## config.mk

```make
export PLATFORM = sky130hd
export DESIGN_NAME = domain_pdu_parser
export DESIGN_NICKNAME = d
export VERILOG_FILES = /design/src/sv/dpp_pkg.sv /design/src/sv/domain_pdu_parser.sv /design/src/sv/dpp_front.sv /design/src/sv/dpp_queue.sv /design/src/sv/dpp_back.sv
export SDC_FILE = /design/constraint.sdc
export NUM_CORES = 1
export LEC_CHECK = 0
export BUFFER_PORTS_ARGS = -buffer_cell sky130_fd_sc_hd__buf_2
export CELL_PAD_IN_SITES_DETAIL_PLACEMENT = 0
export CELL_PAD_IN_SITES_GLOBAL_PLACEMENT = 2
export CORE_MARGIN = 2
export CORE_UTILIZATION = 30
export DETAILED_ROUTE_END_ITERATION = 10
export PLACE_DENSITY = 0.6
export SYNTH_ARGS = -nofsm -noshare
export SYNTH_HDL_FRONTEND = slang
export SYNTH_SLANG_ARGS = --single-unit
```

## constraint.sdc

```tcl
create_clock -name clk -period 8.11 [get_ports clk]
set_clock_uncertainty 0.2 [all_clocks]
set_input_delay 1.622 -clock clk [delete_from_list [all_inputs] [get_ports clk]]
set_output_delay 1.622 -clock clk [all_outputs]
set_load 0.05 [all_outputs]
```

## src/sv/dpp_pkg.sv

```systemverilog
// ----------------------------------------------------------------------------
// dpp_pkg
// shared types and constants of the domain pdu parser
// ----------------------------------------------------------------------------
package dpp_pkg;

  localparam int unsigned CFG_IDX_W = 3;
  localparam int unsigned CFG_DAT_W = 8;

  // decoupling queue between front and back
  localparam int unsigned QDEPTH = 4;
  localparam int unsigned QAW    = $clog2(QDEPTH);

  localparam logic [15:0] USER_BIAS = 16'd1001;

  typedef enum logic [2:0] {
    CFG_ERECT  = 3'd0,
    CFG_ATTACH = 3'd1,
    CFG_JOIN   = 3'd2,
    CFG_DISC   = 3'd3,
    CFG_SEND   = 3'd4
  } cfg_idx_t;

  typedef enum logic [2:0] {
    K_ERECT   = 3'd0,
    K_ATTACH  = 3'd1,
    K_JOIN    = 3'd2,
    K_DISC    = 3'd3,
    K_SEND    = 3'd4,
    K_UNKNOWN = 3'd5
  } kind_t;

  typedef enum logic [2:0] {
    ST_OK      = 3'd0,
    ST_UNKNOWN = 3'd1,
    ST_SHORT   = 3'd2,
    ST_BADLEN  = 3'd3,
    ST_TRUNC   = 3'd4
  } status_t;

  typedef enum logic {
    OUT_PAYLOAD = 1'b0,
    OUT_SUMMARY = 1'b1
  } out_kind_t;

  // one queue entry: up to one payload byte plus an optional summary
  typedef struct packed {
    logic        has_pay;
    logic        has_sum;
    kind_t       kind;
    status_t     status;
    logic [15:0] user_id;
    logic [15:0] chan_id;
    logic [2:0]  reason;
    logic [13:0] plen;
    logic [15:0] cons;
    logic [7:0]  pbyte;
  } entry_t;

  // one result as seen on the output ports
  typedef struct packed {
    out_kind_t   okind;
    kind_t       kind;
    status_t     status;
    logic [15:0] user_id;
    logic [15:0] chan_id;
    logic [2:0]  reason;
    logic [13:0] plen;
    logic [15:0] cons;
    logic [7:0]  pbyte;
    logic        last;
  } result_t;

endpackage

```

## src/sv/domain_pdu_parser.sv

```systemverilog
// ----------------------------------------------------------------------------
// domain_pdu_parser
// streaming parser for domain pdus, one byte per transfer
// ----------------------------------------------------------------------------
// channel   direction  handshake              payload
// input     in         push / full            in_byte, in_last
// result    out        empty / pop            out_kind .. out_last (10 fields)
// config    in         cfg_we (no wait)       cfg_index, cfg_data
//
// one byte is taken every cycle while full is low; the front classifies it in
//   the same cycle; results pass through the queue, then the output register
// a last byte that carries payload gives two results, sent one after the other
//   by the back; a four-entry queue between front and back absorbs them
// full rises only when that queue is full, so a stalled consumer backs up
//   the input after four queued entries plus the output register
// rst_n is synchronous: per-pdu state clears, type codes return to defaults
// ----------------------------------------------------------------------------
module domain_pdu_parser import dpp_pkg::*; (
  input  logic                 clk,
  input  logic                 rst_n,
  // configuration
  input  logic                 cfg_we,
  input  logic [CFG_IDX_W-1:0] cfg_index,
  input  logic [CFG_DAT_W-1:0] cfg_data,
  // input bytes
  input  logic                 push,
  output logic                 full,
  input  logic [7:0]           in_byte,
  input  logic                 in_last,
  // results
  output logic                 empty,
  input  logic                 pop,
  output logic                 out_kind,
  output logic [2:0]           out_pdu_kind,
  output logic [2:0]           out_status,
  output logic [15:0]          out_user_id,
  output logic [15:0]          out_chan_id,
  output logic [2:0]           out_disconnect_reason,
  output logic [13:0]          out_payload_len,
  output logic [15:0]          out_bytes_consumed,
  output logic [7:0]           out_payload_byte,
  output logic                 out_last
);

  // front to queue
  logic    q_full;
  logic    q_push;
  entry_t  q_in;
  // queue to back
  logic    q_valid;
  logic    q_pop;
  entry_t  q_head;
  // output register contents
  result_t res;

  // classification, header capture, length decode, summary status
  dpp_front u_front (
    .clk       (clk),
    .rst_n     (rst_n),
    .cfg_we    (cfg_we),
    .cfg_index (cfg_index),
    .cfg_data  (cfg_data),
    .in_byte   (in_byte),
    .in_last   (in_last),
    .push      (push),
    .full      (full),
    .q_full    (q_full),
    .q_push    (q_push),
    .q_entry   (q_in)
  );

  // decoupling queue, one entry per byte that produces any result
  dpp_queue u_queue (
    .clk      (clk),
    .rst_n    (rst_n),
    .wr_en    (q_push),
    .wr_entry (q_in),
    .q_full   (q_full),
    .rd_en    (q_pop),
    .q_valid  (q_valid),
    .rd_entry (q_head)
  );

  // splits entries into payload then summary transfers
  dpp_back u_back (
    .clk     (clk),
    .rst_n   (rst_n),
    .q_valid (q_valid),
    .q_head  (q_head),
    .q_pop   (q_pop),
    .empty   (empty),
    .pop     (pop),
    .res     (res)
  );

  // unpack the output register onto the result ports
  assign out_kind              = res.okind;
  assign out_pdu_kind          = res.kind;
  assign out_status            = res.status;
  assign out_user_id           = res.user_id;
  assign out_chan_id           = res.chan_id;
  assign out_disconnect_reason = res.reason;
  assign out_payload_len       = res.plen;
  assign out_bytes_consumed    = res.cons;
  assign out_payload_byte      = res.pbyte;
  assign out_last              = res.last;

endmodule

```

## src/sv/dpp_front.sv

```systemverilog
// ----------------------------------------------------------------------------
// dpp_front
// accepts pdu bytes, classifies the pdu and captures its header fields
// ----------------------------------------------------------------------------
module dpp_front import dpp_pkg::*; (
  input  logic                 clk,
  input  logic                 rst_n,
  input  logic                 cfg_we,
  input  logic [CFG_IDX_W-1:0] cfg_index,
  input  logic [CFG_DAT_W-1:0] cfg_data,
  input  logic [7:0]           in_byte,
  input  logic                 in_last,
  input  logic                 push,
  output logic                 full,
  input  logic                 q_full,
  output logic                 q_push,
  output entry_t               q_entry
);

  localparam logic [15:0] POS_USER_HI = 16'd1;
  localparam logic [15:0] POS_USER_LO = 16'd2;
  localparam logic [15:0] POS_CHAN_HI = 16'd3;
  localparam logic [15:0] POS_CHAN_LO = 16'd4;
  localparam logic [15:0] POS_LEN_0   = 16'd6;
  localparam logic [15:0] POS_LEN_1   = 16'd7;
  localparam logic [15:0] PAY_START   = 16'd7;

  logic [7:0]  erect_r, attach_r, join_r, disc_r, send_r;
  logic [15:0] idx_r;
  kind_t       kind_r, kind_nxt;
  logic [15:0] user_r, user_nxt;
  logic [15:0] chan_r, chan_nxt;
  logic [2:0]  reason_r, reason_nxt;
  logic [13:0] len_r, len_nxt;
  logic        long_r, long_nxt;
  status_t     err_r, err_nxt;

  logic        accept;
  logic [15:0] start_pos;
  logic [16:0] end_pos;
  logic [16:0] cnt;
  logic [15:0] sat;
  logic        pay_hit;
  status_t     sum_st;
  logic [15:0] sum_cons;

  assign full   = q_full;
  assign accept = push && !q_full;

  always_comb begin
    kind_nxt   = kind_r;
    user_nxt   = user_r;
    chan_nxt   = chan_r;
    reason_nxt = reason_r;
    len_nxt    = len_r;
    long_nxt   = long_r;
    err_nxt    = err_r;
    if (idx_r == '0) begin
      // lowest kind wins when codes coincide
      if (in_byte == erect_r) begin
        kind_nxt = K_ERECT;
      end else if (in_byte == attach_r) begin
        kind_nxt = K_ATTACH;
      end else if (in_byte == join_r) begin
        kind_nxt = K_JOIN;
      end else if (in_byte == disc_r) begin
        kind_nxt = K_DISC;
      end else if (in_byte == send_r) begin
        kind_nxt = K_SEND;
      end else begin
        kind_nxt = K_UNKNOWN;
        err_nxt  = ST_UNKNOWN;
      end
    end else if (err_r == ST_OK) begin
      if (kind_r == K_JOIN || kind_r == K_SEND) begin
        if (idx_r == POS_USER_HI) begin
          user_nxt = {in_byte, 8'h00};
        end else if (idx_r == POS_USER_LO) begin
          user_nxt = {user_r[15:8], in_byte};
        end else if (idx_r == POS_CHAN_HI) begin
          chan_nxt = {in_byte, 8'h00};
        end else if (idx_r == POS_CHAN_LO) begin
          chan_nxt = {chan_r[15:8], in_byte};
        end
      end
      if (kind_r == K_DISC && idx_r == POS_USER_HI) begin
        reason_nxt = in_byte[7:5];
      end
      if (kind_r == K_SEND) begin
        if (idx_r == POS_LEN_0) begin
          if (!in_byte[7]) begin
            len_nxt = {6'd0, in_byte};
          end else if (!in_byte[6]) begin
            long_nxt = 1'b1;
            len_nxt  = {in_byte[5:0], 8'h00};
          end else begin
            err_nxt = ST_BADLEN;
          end
        end else if (idx_r == POS_LEN_1 && long_r) begin
          len_nxt = {len_r[13:8], in_byte};
        end
      end
    end

    start_pos = PAY_START + {15'd0, long_nxt};
    end_pos   = {1'b0, start_pos} + {3'd0, len_nxt};
    pay_hit   = (err_nxt == ST_OK) && (kind_nxt == K_SEND) && (idx_r >= start_pos)
                && ({1'b0, idx_r} < end_pos);

    cnt = {1'b0, idx_r} + 17'd1;
    sat = (&idx_r) ? 16'hffff : cnt[15:0];
    sum_st   = err_nxt;
    sum_cons = sat;
    if (err_nxt == ST_OK) begin
      case (kind_nxt)
        K_ATTACH: sum_cons = 16'd1;
        K_JOIN: begin
          if (cnt < 17'd5) sum_st = ST_SHORT;
          else sum_cons = 16'd5;
        end
        K_DISC: begin
          if (cnt < 17'd2) sum_st = ST_SHORT;
          else sum_cons = 16'd2;
        end
        K_SEND: begin
          if (cnt < 17'd7 || (long_nxt && cnt < 17'd8)) sum_st = ST_SHORT;
          else if (cnt < end_pos) sum_st = ST_TRUNC;
          else sum_cons = end_pos[15:0];
        end
        default: sum_cons = sat;
      endcase
    end

    q_entry.has_pay    = pay_hit;
    q_entry.has_sum    = in_last;
    q_entry.kind       = kind_nxt;
    q_entry.status     = sum_st;
    q_entry.user_id    = user_nxt + USER_BIAS;
    q_entry.chan_id    = chan_nxt;
    q_entry.reason     = reason_nxt;
    q_entry.plen       = len_nxt;
    q_entry.cons       = sum_cons;
    q_entry.pbyte      = in_byte;
    q_push             = accept && (pay_hit || in_last);
  end

  always_ff @(posedge clk) begin
    if (!rst_n) begin
      erect_r  <= 8'd4;
      attach_r <= 8'd40;
      join_r   <= 8'd56;
      disc_r   <= 8'd32;
      send_r   <= 8'd100;
    end else if (cfg_we) begin
      case (cfg_index)
        CFG_ERECT:  erect_r  <= cfg_data;
        CFG_ATTACH: attach_r <= cfg_data;
        CFG_JOIN:   join_r   <= cfg_data;
        CFG_DISC:   disc_r   <= cfg_data;
        CFG_SEND:   send_r   <= cfg_data;
        default:    ;
      endcase
    end
  end

  always_ff @(posedge clk) begin
    if (!rst_n || (accept && in_last)) begin
      idx_r    <= '0;
      kind_r   <= K_ERECT;
      user_r   <= '0;
      chan_r   <= '0;
      reason_r <= '0;
      len_r    <= '0;
      long_r   <= 1'b0;
      err_r    <= ST_OK;
    end else if (accept) begin
      idx_r    <= sat;
      kind_r   <= kind_nxt;
      user_r   <= user_nxt;
      chan_r   <= chan_nxt;
      reason_r <= reason_nxt;
      len_r    <= len_nxt;
      long_r   <= long_nxt;
      err_r    <= err_nxt;
    end
  end

endmodule

```

## src/sv/dpp_queue.sv

```systemverilog
// ----------------------------------------------------------------------------
// dpp_queue
// short first-in first-out queue of parsed entries between front and back
// ----------------------------------------------------------------------------
module dpp_queue import dpp_pkg::*; (
  input  logic   clk,
  input  logic   rst_n,
  input  logic   wr_en,
  input  entry_t wr_entry,
  output logic   q_full,
  input  logic   rd_en,
  output logic   q_valid,
  output entry_t rd_entry
);

  entry_t         mem_r [QDEPTH];
  logic [QAW-1:0] wr_ptr_r;
  logic [QAW-1:0] rd_ptr_r;
  logic [QAW:0]   count_r;

  assign q_full   = (count_r == (QAW+1)'(QDEPTH));
  assign q_valid  = (count_r != '0);
  assign rd_entry = mem_r[rd_ptr_r];

  always_ff @(posedge clk) begin
    if (wr_en) begin
      mem_r[wr_ptr_r] <= wr_entry;
    end
  end

  always_ff @(posedge clk) begin
    if (!rst_n) begin
      wr_ptr_r <= '0;
      rd_ptr_r <= '0;
      count_r  <= '0;
    end else begin
      if (wr_en) wr_ptr_r <= wr_ptr_r + 1'b1;
      if (rd_en) rd_ptr_r <= rd_ptr_r + 1'b1;
      case ({wr_en, rd_en})
        2'b10:   count_r <= count_r + 1'b1;
        2'b01:   count_r <= count_r - 1'b1;
        default: count_r <= count_r;
      endcase
    end
  end

endmodule

```

## src/sv/dpp_back.sv

```systemverilog
// ----------------------------------------------------------------------------
// dpp_back
// expands queue entries into payload and summary results, output register
// ----------------------------------------------------------------------------
module dpp_back import dpp_pkg::*; (
  input  logic    clk,
  input  logic    rst_n,
  input  logic    q_valid,
  input  entry_t  q_head,
  output logic    q_pop,
  output logic    empty,
  input  logic    pop,
  output result_t res
);

  logic    out_valid_r, out_valid_nxt;
  logic    pay_done_r, pay_done_nxt;
  result_t res_r, res_nxt;
  result_t pay_res, sum_res;
  logic    take;
  logic    sum_ok;

  assign empty = !out_valid_r;
  assign res   = res_r;

  always_comb begin
    pay_res.okind      = OUT_PAYLOAD;
    pay_res.kind       = q_head.kind;
    pay_res.status     = ST_OK;
    pay_res.user_id    = q_head.user_id;
    pay_res.chan_id    = q_head.chan_id;
    pay_res.reason     = '0;
    pay_res.plen       = q_head.plen;
    pay_res.cons       = '0;
    pay_res.pbyte      = q_head.pbyte;
    pay_res.last       = 1'b0;

    // error summaries carry only kind, status and the byte count
    sum_ok             = (q_head.status == ST_OK);
    sum_res.okind      = OUT_SUMMARY;
    sum_res.kind       = q_head.kind;
    sum_res.status     = q_head.status;
    sum_res.user_id    = (sum_ok && (q_head.kind == K_JOIN || q_head.kind == K_SEND))
                         ? q_head.user_id : '0;
    sum_res.chan_id    = (sum_ok && (q_head.kind == K_JOIN || q_head.kind == K_SEND))
                         ? q_head.chan_id : '0;
    sum_res.reason     = (sum_ok && q_head.kind == K_DISC) ? q_head.reason : '0;
    sum_res.plen       = (sum_ok && q_head.kind == K_SEND) ? q_head.plen : '0;
    sum_res.cons       = q_head.cons;
    sum_res.pbyte      = '0;
    sum_res.last       = 1'b1;

    take          = q_valid && (!out_valid_r || pop);
    out_valid_nxt = out_valid_r && !pop;
    pay_done_nxt  = pay_done_r;
    res_nxt       = res_r;
    q_pop         = 1'b0;
    if (take) begin
      out_valid_nxt = 1'b1;
      if (q_head.has_pay && !pay_done_r) begin
        res_nxt = pay_res;
        if (q_head.has_sum) begin
          pay_done_nxt = 1'b1;
        end else begin
          q_pop = 1'b1;
        end
      end else begin
        res_nxt      = sum_res;
        q_pop        = 1'b1;
        pay_done_nxt = 1'b0;
      end
    end
  end

  always_ff @(posedge clk) begin
    if (!rst_n) begin
      out_valid_r <= 1'b0;
      pay_done_r  <= 1'b0;
    end else begin
      out_valid_r <= out_valid_nxt;
      pay_done_r  <= pay_done_nxt;
    end
  end

  always_ff @(posedge clk) begin
    res_r <= res_nxt;
  end

endmodule

```

* Word-level counts from Yosys, hierarchy flattened *
Memories as Yosys holds them, arrays and structs flattened. A register that Yosys moved wholly into a read port is not among the register bits.
Index checks and enable logic that the tools add are counted.

word-level totals
  bits in writable memories = 324
  register bits after elaboration = 202
  bits of input ports = 25
  word-level logic and storage cells = 189
  memories = 1

cells by class
  add/sub/neg operators = 8
  equal/unequal tests = 29
  multiplexer cells = 74
  bitwise operators = 1
  $lt $le $gt $ge = 7
  reduce and logical (&&, ||, !) cells = 41

memories
  name           depth  width  read ports  clocked after memory_dff  wr ports  line             RTL
  u_queue.mem_r  4      81     1           1                         1         dpp_queue.sv:16  entry_t mem_r [QDEPTH];

operators with widths
  operator                                                                 number
  16-bit two-way mux                                                       18
  14-bit two-way mux                                                       7
  81-bit two-way mux                                                       1
  3-bit two-way mux                                                        25
  16-bit case mux with 4 select lines                                      1
  16-bit by 3-bit equality test with 1-bit output (second input constant)  3
  8-bit equality test                                                      5
  17-bit by 3-bit < comparator with 1-bit output (second input constant)   2
  16-bit by 2-bit equality test with 1-bit output (second input constant)  2
  3-bit by 2-bit equality test with 1-bit output (second input constant)   8
  8-bit two-way mux                                                        3
  16-bit by 1-bit adder with 17-bit output (second input constant)         1
  16-bit by 14-bit adder with 17-bit output                                1
  16-bit by 17-bit < comparator with 1-bit output                          1
  17-bit < comparator                                                      1
  17-bit by 2-bit < comparator with 1-bit output (second input constant)   1
  17-bit by 4-bit < comparator with 1-bit output (second input constant)   1
  16-bit by 10-bit adder with 16-bit output (second input constant)        1
  16-bit by 1-bit equality test with 1-bit output (second input constant)  1
  16-bit greater-or-equal comparator                                       1
  16-bit zero test                                                         1
  16-bit AND reduction                                                     1
  3-bit equality test (second input constant)                              5
  1-bit logical AND                                                        15
  20 further kinds                                                         54

* Longest topological paths before layout *
  depth after elaboration = 15
  gate-level depth with buffers = 33
  depth with buffers taken out = 33

* Cells and area by module *
A second synthesis with hierarchy kept.

unflattened totals
  cell total of the unflattened synthesis = 1,744
  area, all modules = 23,735.3 um^2

modules (own cells, without submodules)
  module     instances  area an instance (um^2)  cells an instance
  dpp_queue  1          12,211.7                 465
  dpp_front  1          8,438.1                  1,093
  dpp_back   1          3,085.5                  186

* Worst setup path after synthesis *
OpenSTA, ideal clock, no wires.

  path type = input port to flip-flop
  start = in in_byte[7]
  end = mem u_queue.mem_r[0][0] (netlist bit), enable pin
  path slack = -0.292 ns
  stages = 24
  required time = 7.462 ns
  arrival time = 7.753 ns
  cell sequence = buf_2 > nor4_4 > nor2_1 > a21boi_0 > nor2_1 > ha_1 > inv_1 > fa_1 > nor2b_1 > o21ai_0 > nand2b_1 > inv_1 > nor3_1 > nand2_1 > nor2_1 > xnor2_1 > ha_1 > a21o_1 > a211o_1 > a211o_1 > a21oi_1 > o211ai_1 > o31ai_2 > and2_1

RTL lines
  item             line                     RTL
  start, declared  domain_pdu_parser.sv:28  input logic [7:0] in_byte,
  end, declared    dpp_queue.sv:16

==> flow_metrics.tcl <==
set metrics [dict create \
    status "finished clean" \
    grt_busiest_layer "met2" \
    wirelength_um 62600 \
    cts_tree "built" \
    clk_latency_ns 0.62 \
    design_area_mm2 0.0273 \
    synth_cells 1743 \
    dp.cells 2850 \
    cp-endpoint "u_queue.count_r[2]$_SDFFE_PN0P_" \
    grt_pass1_wl_um 94600 \
    intPower_mw 5.77 \
    cts_root_buf "clkbuf_16" \
    synthFlopType "edfxtp_1" \
    synth.net_count 1816 \
    slew_headroom 0.337 \
    yosysWarnings 0 \
    p_sw_mw 3.09 \
    synth_edf_count 404 \
    start_kind "register" \
    wl_per_cell_um 21.1 \
    avgViaCountPerCell 4.80 \
    die-area_mm2 0.0800 \
    hold_ws_ns 0.254 \
    io_pins 108 \
    reg2reg_depth 33 \
    period_minus_slack_ns 7.51 \
    grt_pass1_vias 14700 \
    cp.required_ns 8.45 \
    fin_cells 2962 \
    drc_errors 0 \
    max_freq_mhz 133 \
    gp_congestion 0.809 \
    syn_area_per_cell_um2 13.4 \
    dp_slack_ns 0.202 \
    arrival_ns 7.85 \
    synth_seq_cells 527 \
    die_x_um 283 \
    numCtsBuffers 59 \
    drt-initial-drc-count 883 \
    rsz0062_at_grt "false" \
    yosysTopAreaCell "edfxtp_1" \
    use_met2 0.256 \
    placementRows 102 \
    synth.top_cells.by_area "edfxtp_1, dfxtp_1, mux4_2" \
    p_per_area_mw_per_mm2 324 \
    clockPowerShare 0.300 \
    crit_path_frequent_cell "inv_1" \
    ys_types 84 \
    htree_levels 2 \
    place_area_mm2 0.0254 \
    r2r-end "u_queue.count_r[2]$_SDFFE_PN0P_" \
    worst_setup_path_end_kind "register" \
    setup_ws_ns 0.601 \
    hpwl_um 42400 \
    power_frac_comb 0.293 \
    setup_viol 0 \
    grt_start_max_net_pins 72 \
    area_growth_pct 17.1 \
    clk_pin_slew_worst_paths_ns 0.06 \
    leakage_nw 9.39 \
    path_class "register to register" \
    seqPwrFrac 0.407 \
    fin_crit_sh 0.926 \
    synth_common_cells "edfxtp_1, nand2_1, nor2_1" \
    slew_violations 0 \
    cts.path.max_buffers 3 \
    fin_util 0.354 \
    cts.sinks 527 \
    yosysSeqAreaShare 0.625 \
    max_slew.worst_pin.slew_ns 0.995 \
    routed-via-count 14200 \
    grt_use_met3 0.0260 \
    ant_nets 0 \
    total_power_mw 8.85 \
    cts.repair.resized 0 \
    reg2reg_slack_ns 0.60 \
    initial_utilization 0.302 \
    layout.nets 1944 \
    antenna_found_initial 3 \
    cp_slowest_cell "dfxtp_1" \
    use_met1 0.211 \
    first_pass_iters 5 \
    grt_usage 0.155 \
    path_max_fanout 9 \
    fin_setup_tns_ns 0 \
    async_reset_ff_frac 0 \
    synth_top_area_share 0.520 \
    io_buffers 107 \
    die_h_um 283 \
    holdCritPathClass "register to register" \
    synth.most_common_cell "edfxtp_1" \
    synth_area_mm2 0.0233 \
    ir_drop_mv 0.162 \
    holdBufCountCts 0 \
    layout-drive-gt1-share 0.207 \
    sw_frac_of_total 0.349 \
    r2r-start "u_front.idx_r[0]$_SDFFE_PP0P_" \
    overflow 0 \
    post_cts_buffers 0 \
    hold_violations 0 \
    critPathMaxStageDelay_ns 0.51 \
    nFillCells 7531 \
    crit_start "u_front.idx_r[0]$_SDFFE_PP0P_" \
    drv_cap 0 \
    core_mm2 0.0772 \
]
==> cell usage in the layout, fill, tap and decap left out, types with 41 or more instances in the layout <==
cell type and n:
nor3_1 41, dfxtp_1 121, mux4_2 81, nand2_1 193, buf_2 107, nor2b_1 77
a21oi_1 63, nor2_1 131, buf_4 44, xor2_1 49, edfxtp_1 404, clkbuf_16 61
xnor2_1 43, ha_1 46
==> worst min-delay path by stage <==
stage                                         start                              end  slack [ns]  depth (start not counted)
floorplan             u_front.len_r[0]$_SDFFE_PP0P_    u_front.len_r[0]$_SDFFE_PP0P_        0.23                          2
global placement     u_front.chan_r[9]$_SDFFE_PP0P_   u_front.chan_r[9]$_SDFFE_PP0P_        0.24                          2
detailed placement  u_front.chan_r[14]$_SDFFE_PP0P_  u_front.chan_r[14]$_SDFFE_PP0P_        0.25                          2
CTS                 u_front.chan_r[14]$_SDFFE_PP0P_  u_front.chan_r[14]$_SDFFE_PP0P_        0.25                          2
global route        u_front.chan_r[10]$_SDFFE_PP0P_  u_front.chan_r[10]$_SDFFE_PP0P_        0.27                          2
finish              u_front.chan_r[11]$_SDFFE_PP0P_  u_front.chan_r[11]$_SDFFE_PP0P_        0.25                          2
==> per-layer routing <==
| layer | share of wire | routed length, um |
|---|---|---|
| met1 | 0.46 | 29000 |
| met3 | 0.036 | 2250 |
| met4 | 0.021 | 1280 |
| met2 | 0.48 | 30100 |
| met5 | 0 | 0 |
==> kinds of logic (layout without fill, tap and decap cells) <==
kind of cell | Yosys count | after routing | share of synthesized area
AO/OA/AOI/OAI | 232 | 232 | 0.0679
XOR/XNOR | 92 | 92 | 0.0345
adder cells (fa/ha/maj) | 48 | 48 | 0.0264
buffers and inverters | 127 | 304 | 0.0226
flip-flops | 527 | 527 | 0.625
multiplexers | 110 | 110 | 0.0913
other | 0 | 2 | 0
AND/OR/NAND/NOR | 607 | 607 | 0.132
==> flip-flops by register name (all words and copies together), names as in the netlist, named ones only <==
signal and cells:
u_back.pay_done_r 1, u_front.chan_r 16, u_front.attach_r 8, u_front.join_r 8, u_front.kind_r 3, u_front.len_r 14, u_queue.mem_r 324, u_queue.count_r 3
u_back.out_valid_r 1, u_front.user_r 16, u_queue.wr_ptr_r 2, u_front.send_r 8, u_front.err_r 3, u_front.reason_r 3, u_front.idx_r 16, u_front.disc_r 8
u_front.long_r 1, u_front.erect_r 8, u_back.res 80, u_queue.rd_ptr_r 2
==> power groups by stage <==
stage / Clock [mW] / Sequential (mW) / Combinational [mW]
2_1_floorplan: 0 / 4.38 / 1.15
3_3_place_gp: 0 / 3.66 / 2.65
3_5_place_dp: 0 / 3.67 / 2.66
4_1_cts: 2.75 / 3.62 / 2.66
5_1_grt: 2.85 / 3.65 / 2.79
6_report: 2.65 / 3.60 / 2.60
==> critical path: cells and delay by family (launching register included) <==
family          cells  cell delay, ns
flops               1            0.51
buf+inv             5            0.52
compound gates      9            1.91
simple gates       11            2.27
xor+xnor            2            0.29
fa+ha+maj           6            1.72
==> final cells by class <==
class	instances	area, um^2	share of cell area
Antenna cell	2	5.00	0.000183
Clock buffer	83	1660	0.0607
Clock inverter	27	259	0.00947
Inverter	31	116	0.00426
Multi-Input combinational cell	1089	8290	0.303
Sequential cell	527	14600	0.534
Tap cell	1040	1300	0.0476
Timing Repair Buffer	163	1110	0.0405
(Power assumes the default switching activity.)
